===== config.mk =====
export PLATFORM = sky130hd
export DESIGN_NAME = xor_linear_basis_unit_flat
export DESIGN_NICKNAME = d
export VERILOG_FILES = /design/src/rtl/core/xlb_pkg.sv /design/src/rtl/core/xlb_in_if.sv /design/src/rtl/core/xlb_out_if.sv /design/src/rtl/core/xlb_basis_ram.sv /design/src/rtl/core/xlb_reduce.sv /design/src/rtl/core/xor_linear_basis_unit.sv /design/src/flat_wrapper.sv
export SDC_FILE = /design/constraint.sdc
export NUM_CORES = 1
export LEC_CHECK = 0
export ABC_AREA = 0
export BUFFER_PORTS_ARGS = -buffer_cell sky130_fd_sc_hd__buf_2
export CAP_MARGIN = 0
export CORE_ASPECT_RATIO = 1.25
export CORE_UTILIZATION = 50
export CTS_BUF_LIST = sky130_fd_sc_hd__clkbuf_4 sky130_fd_sc_hd__clkbuf_8
export CTS_CLUSTER_SIZE = 28
export DETAILED_ROUTE_END_ITERATION = 8
export PLACE_DENSITY_LB_ADDON = 0.25
export SYNTH_ARGS = -nofsm -noshare
export SYNTH_HDL_FRONTEND = slang
export SYNTH_SLANG_ARGS = --single-unit

===== constraint.sdc =====
create_clock -name clk -period 4.8 [get_ports clk]
set_input_delay 0.96 -clock clk [delete_from_list [all_inputs] [get_ports clk]]
set_output_delay 0.96 -clock clk [all_outputs]
set_load 0.02 [all_outputs]

===== src/rtl/core/xlb_pkg.sv =====
`timescale 1ns / 1ps

package xlb_pkg;

    // Basis word width and the slot count that follows from it.
    localparam int WIDTH = 32;
    localparam int IDX_W = (WIDTH > 1) ? $clog2(WIDTH) : 1;
    localparam int RANK_W = $clog2(WIDTH + 1);

    // Fixed field widths of the channels.
    localparam int WORD_W = 32;
    localparam int MAX_W = 32;
    localparam int RANK_OUT_W = 6;
    localparam int RANK_OUT_MAX = (1 << RANK_OUT_W) - 1;

    typedef logic [WIDTH-1:0] vec_t;
    typedef logic [IDX_W-1:0] idx_t;
    typedef logic [RANK_W-1:0] rank_t;

    typedef struct packed {
        logic we;
        idx_t waddr;
        vec_t wdata;
        idx_t raddr;
    } ram_req_t;

    typedef struct packed {
        vec_t best;
        logic grew;
        rank_t rank;
    } result_t;

endpackage


===== src/rtl/core/xlb_in_if.sv =====
`timescale 1ns / 1ps

interface xlb_in_if;
    import xlb_pkg::*;

    logic valid;
    logic ready;
    logic [WORD_W-1:0] word;
    logic start_set;

    modport source (output valid, output word, output start_set, input ready);
    modport sink (input valid, input word, input start_set, output ready);
endinterface


===== src/rtl/core/xlb_out_if.sv =====
`timescale 1ns / 1ps

interface xlb_out_if;
    import xlb_pkg::*;

    logic valid;
    logic ready;
    logic [MAX_W-1:0] max_subset_xor;
    logic grew;
    logic [RANK_OUT_W-1:0] rank;

    modport source (output valid, output max_subset_xor, output grew, output rank,
                    input ready);
    modport sink (input valid, input max_subset_xor, input grew, input rank,
                  output ready);
endinterface


===== src/rtl/core/xlb_basis_ram.sv =====
`timescale 1ns / 1ps

module xlb_basis_ram (
    input  logic              clk,
    input  xlb_pkg::ram_req_t ram_req,
    output xlb_pkg::vec_t     rdata
);
    import xlb_pkg::*;

    vec_t mem [WIDTH];
    vec_t rdata_reg;

    always_ff @(posedge clk)
    begin
        if (ram_req.we)
        begin
            mem[ram_req.waddr] <= ram_req.wdata;
        end
        rdata_reg <= mem[ram_req.raddr];
    end

    assign rdata = rdata_reg;

endmodule


===== src/rtl/core/xlb_reduce.sv =====
`timescale 1ns / 1ps

module xlb_reduce (
    input  logic              clk,
    input  logic              rst_n,
    xlb_in_if.sink            req,
    output xlb_pkg::ram_req_t ram_req,
    input  xlb_pkg::vec_t     rdata,
    output logic              res_valid,
    input  logic              res_ready,
    output xlb_pkg::result_t  res
);
    import xlb_pkg::*;

    localparam logic [1:0] ST_IDLE = 2'd0;
    localparam logic [1:0] ST_RUN  = 2'd1;
    localparam logic [1:0] ST_DONE = 2'd2;

    logic [1:0] state_reg, state_next;
    idx_t       idx_reg, idx_next;
    vec_t       valid_reg, valid_next;
    rank_t      rank_reg, rank_next;
    vec_t       v_reg, v_next;
    vec_t       best_reg, best_next;
    logic       grew_reg, grew_next;
    vec_t       slot_val;

    always_comb
    begin
        state_next = state_reg;
        idx_next = idx_reg;
        valid_next = valid_reg;
        rank_next = rank_reg;
        v_next = v_reg;
        best_next = best_reg;
        grew_next = grew_reg;
        req.ready = 1'b0;
        res_valid = 1'b0;
        ram_req.we = 1'b0;
        ram_req.waddr = idx_reg;
        ram_req.wdata = v_reg;
        ram_req.raddr = idx_reg - idx_t'(1);
        slot_val = valid_reg[idx_reg] ? rdata : '0;

        case (state_reg)
            ST_IDLE:
            begin
                req.ready = 1'b1;
                ram_req.raddr = idx_t'(WIDTH - 1);
                if (req.valid)
                begin
                    v_next = vec_t'(req.word);
                    best_next = '0;
                    grew_next = 1'b0;
                    idx_next = idx_t'(WIDTH - 1);
                    if (req.start_set)
                    begin
                        valid_next = '0;
                        rank_next = '0;
                    end
                    state_next = ST_RUN;
                end
            end
            ST_RUN:
            begin
                // One slot per cycle from the top bit down. The slot written here is
                // never read again for this word, so no forwarding is needed.
                if (v_reg[idx_reg])
                begin
                    if (!valid_reg[idx_reg])
                    begin
                        ram_req.we = 1'b1;
                        valid_next[idx_reg] = 1'b1;
                        rank_next = rank_reg + rank_t'(1);
                        grew_next = 1'b1;
                        slot_val = v_reg;
                        v_next = '0;
                    end
                    else
                    begin
                        v_next = v_reg ^ slot_val;
                    end
                end
                // Greedy maximum: a slot's top bit is its index.
                if (!best_reg[idx_reg])
                begin
                    best_next = best_reg ^ slot_val;
                end
                if (idx_reg == '0)
                begin
                    state_next = ST_DONE;
                end
                else
                begin
                    idx_next = idx_reg - idx_t'(1);
                end
            end
            ST_DONE:
            begin
                res_valid = 1'b1;
                if (res_ready)
                begin
                    state_next = ST_IDLE;
                end
            end
            default:
            begin
                state_next = ST_IDLE;
            end
        endcase
    end

    always_ff @(posedge clk or negedge rst_n)
    begin
        if (!rst_n)
        begin
            state_reg <= ST_IDLE;
            idx_reg <= '0;
            valid_reg <= '0;
            rank_reg <= '0;
        end
        else
        begin
            state_reg <= state_next;
            idx_reg <= idx_next;
            valid_reg <= valid_next;
            rank_reg <= rank_next;
        end
    end

    always_ff @(posedge clk)
    begin
        v_reg <= v_next;
        best_reg <= best_next;
        grew_reg <= grew_next;
    end

    assign res.best = best_reg;
    assign res.grew = grew_reg;
    assign res.rank = rank_reg;

endmodule


===== src/rtl/core/xor_linear_basis_unit.sv =====
`timescale 1ns / 1ps

// Linear basis over GF(2): each word on req is reduced against the stored
// vectors, from the top bit down, and stored in the empty slot of its leading
// bit or dropped if it reduces to zero. A set start_set empties the basis first.
// Every req transfer yields exactly one rsp transfer carrying the largest XOR
// of any subset of the current set, whether the word was stored, and the rank.
// The basis sits in a one-read, one-write memory with one slot per bit; the
// block walks it one slot per cycle, inserting and building the maximum in the
// same pass. A word is taken in the idle state, the walk runs over the memory
// from the top slot down, the done state hands the result to the output
// register, and the block then goes back to idle to take the next word; it
// takes no new word before its result has been handed to the output register.
// A finished result waits in an output register, so the next word is taken
// while rsp is stalled; a second result waits inside until the register frees.
// Reset empties the basis at once through per-slot occupancy bits; the memory
// itself needs no clearing pass.
module xor_linear_basis_unit (
    input  logic    clk,
    input  logic    rst_n,
    xlb_in_if.sink  req,
    xlb_out_if.source rsp
);
    import xlb_pkg::*;

    ram_req_t ram_req;
    vec_t     rdata;
    logic     res_valid;
    logic     res_ready;
    result_t  res;

    logic                  out_valid_reg;
    logic [MAX_W-1:0]      max_reg;
    logic                  grew_reg;
    logic [RANK_OUT_W-1:0] rank_reg;

    xlb_basis_ram u_ram (
        .clk     (clk),
        .ram_req (ram_req),
        .rdata   (rdata)
    );

    xlb_reduce u_reduce (
        .clk       (clk),
        .rst_n     (rst_n),
        .req       (req),
        .ram_req   (ram_req),
        .rdata     (rdata),
        .res_valid (res_valid),
        .res_ready (res_ready),
        .res       (res)
    );

    assign res_ready = !out_valid_reg || rsp.ready;

    always_ff @(posedge clk or negedge rst_n)
    begin
        if (!rst_n)
        begin
            out_valid_reg <= 1'b0;
        end
        else if (res_ready)
        begin
            out_valid_reg <= res_valid;
        end
    end

    always_ff @(posedge clk)
    begin
        if (res_valid && res_ready)
        begin
            max_reg <= MAX_W'(res.best);
            grew_reg <= res.grew;
            if (int'(res.rank) > RANK_OUT_MAX)
            begin
                rank_reg <= RANK_OUT_W'(RANK_OUT_MAX);
            end
            else
            begin
                rank_reg <= RANK_OUT_W'(res.rank);
            end
        end
    end

    assign rsp.valid = out_valid_reg;
    assign rsp.max_subset_xor = max_reg;
    assign rsp.grew = grew_reg;
    assign rsp.rank = rank_reg;

endmodule


===== src/flat_wrapper.sv =====
// flat-port wrapper written by rule: the top's interface ports become plain ports
module xor_linear_basis_unit_flat import xlb_pkg::*;
  (clk, rst_n, req_valid, req_word, req_start_set, req_ready, rsp_valid, rsp_max_subset_xor, rsp_grew, rsp_rank, rsp_ready);
  xlb_in_if req_i ();
  xlb_out_if rsp_i ();
  input  logic clk;
  input  logic rst_n;
  input wire logic [$bits(req_i.valid)-1:0] req_valid;
  input wire logic [$bits(req_i.word)-1:0] req_word;
  input wire logic [$bits(req_i.start_set)-1:0] req_start_set;
  output wire logic [$bits(req_i.ready)-1:0] req_ready;
  output wire logic [$bits(rsp_i.valid)-1:0] rsp_valid;
  output wire logic [$bits(rsp_i.max_subset_xor)-1:0] rsp_max_subset_xor;
  output wire logic [$bits(rsp_i.grew)-1:0] rsp_grew;
  output wire logic [$bits(rsp_i.rank)-1:0] rsp_rank;
  input wire logic [$bits(rsp_i.ready)-1:0] rsp_ready;
  assign req_i.valid = req_valid;
  assign req_i.word = req_word;
  assign req_i.start_set = req_start_set;
  assign req_ready = req_i.ready;
  assign rsp_valid = rsp_i.valid;
  assign rsp_max_subset_xor = rsp_i.max_subset_xor;
  assign rsp_grew = rsp_i.grew;
  assign rsp_rank = rsp_i.rank;
  assign rsp_i.ready = rsp_ready;
  xor_linear_basis_unit u_core (.clk(clk), .rst_n(rst_n), .req(req_i), .rsp(rsp_i));
endmodule

==> results of run 1 <==
==> synthesized netlist by cell type, types with 8 or more instances <==
| cell | n |
|---|---|
| a211o_1 | 65 |
| a31oi_1 | 37 |
| a32o_1 | 8 |
| a32oi_1 | 32 |
| and3_1 | 77 |
| buf_1 | 8 |
| buf_2 | 87 |
| clkbuf_1 | 129 |
| dfrtp_1 | 46 |
| dfxtp_1 | 32 |
| edfxtp_1 | 1128 |
| mux2_2 | 10 |
| mux2i_1 | 490 |
| mux4_2 | 15 |
| nand2_1 | 91 |
| nand3_1 | 53 |
| nor2_1 | 29 |
| o211ai_1 | 128 |
| o21ai_0 | 16 |
| o221ai_1 | 129 |
| o22ai_1 | 131 |
| o31ai_1 | 44 |
| or3_1 | 35 |
| xnor2_1 | 34 |
==> power by group through the flow <==
stage / combinational, µW / clock [µW] / sequential [µW]
floorplan: 11700 / 0 / 15900
global placement: 18000 / 0 / 15700
detailed placement: 18400 / 0 / 15700
CTS: 18400 / 8600 / 15500
global route: 19600 / 9050 / 15600
finish: 18500 / 8490 / 15500
==> metal layers <==
layer | track usage, % | part of all wire [%] | up-vias
li1 | - | - | 12337
met3 | 5.49 | 7.4 | 328
met2 | 44.4 | 50 | 1374
met4 | 12.8 | 4.5 | 0
met5 | 0 | 0 | -
met1 | 33.2 | 38 | 14752
==> cell families (layout without fill, tap and decap cells) <==
group / after synthesis / after routing
compound gates: 615 / 615
other cells: 0 / 1
flops: 1206 / 1206
fa+ha+maj: 6 / 6
xor+xnor: 34 / 34
buf+inv: 237 / 538
mux: 515 / 515
simple gates: 316 / 316
==> worst max-delay path, stage by stage, from the launching register on <==
cell and delay [ns]:
dfrtp_1 0.63, inv_1 0.24, ha_1 0.30, xnor2_1 0.35, nor2b_4 0.31, buf_12 0.33
buf_4 0.48, mux2i_1 0.14, mux2i_1 0.27, mux2i_1 0.21, a211o_1 0.43
==> final timing paths <==
| check | startpoint | end | slack (ns) | depth (start not counted) |
|---|---|---|---|---|
| max in group asynchronous | rst_n | u_core.u_reduce.idx_reg[0] | 3.43 | 3 |
| max reg2reg | u_core.u_reduce.idx_reg[1] | u_core.u_ram.rdata[26] | 0.87 | 10 |
| min in group asynchronous | rst_n | u_core.rsp.valid | 0.58 | 2 |
| min reg2reg | u_core.u_reduce.grew_reg | u_core.rsp.grew | 0.44 | 0 |
| max | u_core.u_reduce.idx_reg[1] | u_core.u_ram.rdata[26] | 0.87 | 10 |
| min | req_word[22] | u_core.u_reduce.v_reg[22] | 0.38 | 3 |
==> per-stage QoR <==
step                      cell area, µm²  worst slack [ns]  hold slack [ns]
after floorplan                    48700             0.894            0.400
after CTS                          55200             0.923            0.294
after detailed placement           51500             0.913            0.414
final                              55200             0.874            0.377
after global placement             51500             0.958            0.410
after global routing               55200             0.737            0.319
==> area by class of cell <==
class / count / area, µm²
Antenna cell: 1 / 2.50
Tap cell: 1290 / 1610
Fill cell: 7411 / 41100
Clock inverter: 75 / 538
Sequential cell: 1206 / 35700
Multi-Input combinational cell: 1486 / 12300
Inverter: 3 / 16.3
Timing Repair Buffer: 207 / 1910
Clock buffer: 253 / 3130
==> what timing repair did <==
item,CTS,global route
hold buffers,1,0
resized for setup,0,0
endpoints found under the hold margin,18,0
==> impl_results.md, run 1 <==
* LEAKAGE at 0.0192 µW
* Seq/Total Area, Yosys at 73.2%
* Post-Syn Area at 48700 µm²
* RSZ-0062 raised after global routing: no
* Setup TNS at 0 ns
* Req. time, crit path at 5.51 ns
* Non-Filler Instances at 4521
* PortBufs at 77
* Final Setup Violations at 0
* Critical Path AT at 4.63 ns
* Tightest Pin Transition at 1.33 ns
* Gp weighted congestion at 0.946
* Cells after DPL at 4191
* Achievable frequency at 255 MHz
* Largest family of logic cells by synthesized area: multiplexers
* Crit end category: flop
* Tcrit/Tclk final at 81.8%
* CTS buffer count at 177
* Syn-to-layout area delta at 13.2%
* Cell count after synthesis at 2929
* Clock Path Buffers at 3
* Internal at 25500 µW
* NumNets Final at 3124
* Sink Count at 1206
* Vias per Instance at 6.37
* Share of layout cells above drive strength 1 at 18.0%
* Asr flop ratio synth at 3.81%
* Residual DRC count at 0
* DPL Wire Length at 74.5 mm
* Final Core Density at 57.3%
* Cell taking the most area after synthesis: edfxtp_1
* Most frequent cells in the layout: edfxtp_1 (1128), mux2i_1 (490), clkbuf_8 (197)
* Tmin final at 3.93 ns
* Vias at 28.8k
* Max Cap Viol at 0
* Run status: finished, final reports clean
* Slew HR at 11.3%
* Total iterations of the first detailed-routing run at 6
* Largest net degree at the start of global routing at 215
* First-pass GRT wire length at 190 mm
* Syn. warnings at 0
* Gr usage total at 26.6%
* VDD IR max at 0.668 mV
* Power share of the combinational group at 43.6%
* Post-DRT Antenna Nets at 0
* DIE WIDTH at 281 µm
* Worst min-delay path class: primary input to flop
* Number of flops mapped to enable cells by yosys at 1128
* Core ar. at 96300 µm²
* Final total power at 42500 µW
* H-Tree Depth at 4
* Clock Tree Root: clkbuf_8
* Register bank with the most flops: u_core.u_ram.mem
* Drt wl/cell at 28.9 µm
* Yosys top cell area share at 69.5%
* CTS tree: done
* Slew Viols, Final at 0
* Compound-Gate Fraction of Synth Area at 9.56%
* Critical Path Fanout Max at 48
* Worst-Skew Late Latency at 0.88 ns
* Max reg flops at 1024
* Initial antenna violation count at 2
* Sw frac at 40.0%
* Clk pin slew, worst setup/hold paths at 0.07 ns
* Syn_nets at 2972
* Routed WL at 131 mm
* Crit path kind: flop to flop
* Starting DRC count in detailed routing at 3465
* Clock share of power at 20.0%
* Commonest non-fill, non-tap cell in the layout: edfxtp_1
* Total congestion overflow at 0
* Initial Util at 50.6%
* Syn_area_per_cell at 16.6 µm²
* P_sw at 17000 µW
* Total power density per cell area at 771 nW/µm²
* Sequential share of power at 36.5%
* Post-synthesis simple-gate area fraction at 3.36%
* Hold Violations, Final at 0
* Die area at 98700 µm²
* Row cnt at 127
* Netlist cell types at 56
* Post-Synth Adder-Cell Area at 0.154%
* Post-Synth XOR/XNOR Area at 0.611%
* Flops & latches, synth at 1206
* Vias in the first global route at 28.9k
* Worst setup SP type: flop
* Setup Fix Bufs, Post-CTS at 0
* Ranking of synthesized cells by area: edfxtp_1 (69%), mux2i_1 (10%), dfrtp_1 (2.4%)
* Boundary pin count at 78
* Post-Route Skew at 0.0365 ns
* Post-synthesis mux area share at 11.0%
* Die Y at 351 µm
* Ys flop type: edfxtp_1
(Power assumes the default switching activity.)
==> run 2: changes to the inputs <==
==> constraint.sdc (replaced) <==
create_clock -name clk -period 3.6 [get_ports clk]
set_input_delay 0.72 -clock clk [delete_from_list [all_inputs] [get_ports clk]]
set_output_delay 0.72 -clock clk [all_outputs]
set_load 0.02 [all_outputs]
==> run 2 against run 1 <==
Effect of this change:
- cell count increased by 0.86%
- non-clock buffer count increased by 50
- count of clock-buffer cells in the layout decreased by 23
- critical path depth decreased by 1
- clock power increased by 25%
- power increased by 36%
- clock skew about the same
- maximum frequency increased by 16%
- first-iteration DRC count decreased by 11%
- sequential share of layout area decreased by 0.25 points
- sequential power increased by 33%
- highest routed layer is now met5
==> impl_results.md, run 2 (synthesized netlist as in run 1, its figures left out) <==
* Gp weighted congestion at 0.954
* NumNets Final at 3167
* WP buf/inv at 3
* Total power density per cell area at 1050 nW/µm²
* Power share of the combinational group at 46.2%
* DPL Wire Length at 78.8 mm
* H-Tree Depth at 4
* Setup Fix Bufs, Post-CTS at 0
* Cell Chain, Critical Path: buf_12 > mux4_2 > nand2_1 > o311ai_1 > nor4_4 > buf_4 > and2_1 > and3_2 > buf_12
* Worst min-delay path class: primary input to async pin
* Vias at 28.7k
* Critical path's largest stage delay at 0.52 ns
* Sink Count at 1206
* Clk pin slew, worst setup/hold paths at 0.08 ns
* Post-DRT Antenna Nets at 0
* First-pass GRT wire length at 189 mm
* Clock Tree Root: clkbuf_8
* RSZ-0062 raised after global routing: no
* Initial antenna violation count at 7
* Boundary pin count at 78
* Die Y at 351 µm
* Max Cap Viol at 0
* Worst setup SP type: flop
* Final Setup Violations at 0
* VDD IR max at 1.05 mV
* Critical Path AT at 3.91 ns
* Crit path kind: flop to flop
* CTS resizes at 0
* Internal at 34400 µW
* Final Core Density at 57.5%
* Placed Instance Area at 52000 µm²
* CTS buffer count at 170
* Total iterations of the first detailed-routing run at 6
* Drt wl/cell at 28.4 µm
* Vias per Instance at 6.29
* Tmin final at 3.39 ns
* Hold Slack at 0.0664 ns
* Core ar. at 96300 µm²
* Sequential share of power at 35.5%
* Req. time, crit path at 4.12 ns
* Starting DRC count in detailed routing at 3087
* Achievable frequency at 295 MHz
* Final total power at 57900 µW
* Syn-to-layout area delta at 13.7%
* Row cnt at 127
* Setup TNS at 0 ns
* Post-Route Skew at 0.0362 ns
* PortBufs at 77
* CTS tree: done
* Top delay family on crit path: simple AND/OR/NAND/NOR gates
* Critical Path Fanout Max at 23
* Worst-Skew Late Latency at 0.85 ns
* DIE WIDTH at 281 µm
* Hold Violations, Final at 0
* Residual DRC count at 0
* Worst path slowest cell: dfrtp_2
* Max reg flops at 1024
* Die area at 98700 µm²
* Gr usage total at 26.5%
* Routed WL at 130 mm
* Slew HR at 21.6%
* Initial Util at 50.6%
* Sw frac at 40.6%
* Run status: finished, final reports clean
* Crit end category: flop
* LEAKAGE at 0.0192 µW
* Hold-fix buffers, CTS at 0
* Slew Viols, Final at 0
* Largest net degree at the start of global routing at 179
* P_sw at 23500 µW
* Register bank with the most flops: u_core.u_ram.mem
* Total congestion overflow at 0
* Clock share of power at 18.2%
* Design Area, Final at 55400 µm²
* Vias in the first global route at 28.9k
* Tightest Pin Transition at 1.18 ns
* Commonest non-fill, non-tap cell in the layout: edfxtp_1
* Most used cell, CP: buf_12
* Share of layout cells above drive strength 1 at 18.2%
* Tcrit/Tclk final at 94.2%
* Clock Path Buffers at 3
* Most frequent cells in the layout: edfxtp_1 (1128), mux2i_1 (490), clkbuf_8 (179)
==> run 2: worst paths after layout <==
kind / endpoint / from / cells after the start / slack (ns)
worst max-delay path: u_core.u_ram.mem[22][9] / u_core.u_reduce.idx_reg[0] / 9 / 0.21
worst min-delay path: u_core.u_reduce.rank_reg[5] / rst_n / 1 / 0.07
worst max register to register: u_core.u_ram.mem[22][9] / u_core.u_reduce.idx_reg[0] / 9 / 0.21
worst min register to register: u_core.rsp.grew / u_core.u_reduce.grew_reg / 0 / 0.47
max in group asynchronous: u_core.u_reduce.idx_reg[0] / rst_n / 1 / 2.79
min in group clk: u_core.u_reduce.v_reg[22] / req_word[22] / 3 / 0.18
==> run 2: final cells by class <==
cell class,count,area (µm²)
Antenna cell,3,7.51
Clock buffer,230,2850
Clock inverter,85,519
Fill cell,7385,40900
Inverter,3,16.3
Multi-Input combinational cell,1486,12300
Sequential cell,1206,35700
Tap cell,1290,1610
Timing Repair Buffer,257,2420
==> run 2: stage by stage <==
stage / worst slack, ns / std cells
after global routing: 0.0346 / 4558
after CTS: 0.238 / 4557
final: 0.208 / 4560
after detailed placement: 0.265 / 4242
after floorplan: -0.306 / 2929
after global placement: 0.216 / 4242
==> run 2: power by group through the flow <==
stage	clock, µW	sequential, µW	combinational (µW)
final	10600	20600	26800
after global routing	11300	20700	28200
after CTS	10700	20500	26600
after detailed placement	0	20800	26500
after global placement	0	20800	25900
after floorplan	0	21200	15600
==> run 2: layer usage <==
metal	up-vias	GRT usage (%)	wire, µm
met4	8	15.3	7860
met5	-	0	55
li1	12419	-	-
met3	344	5.15	9570
met1	14416	33.1	49400
met2	1479	43.0	62700
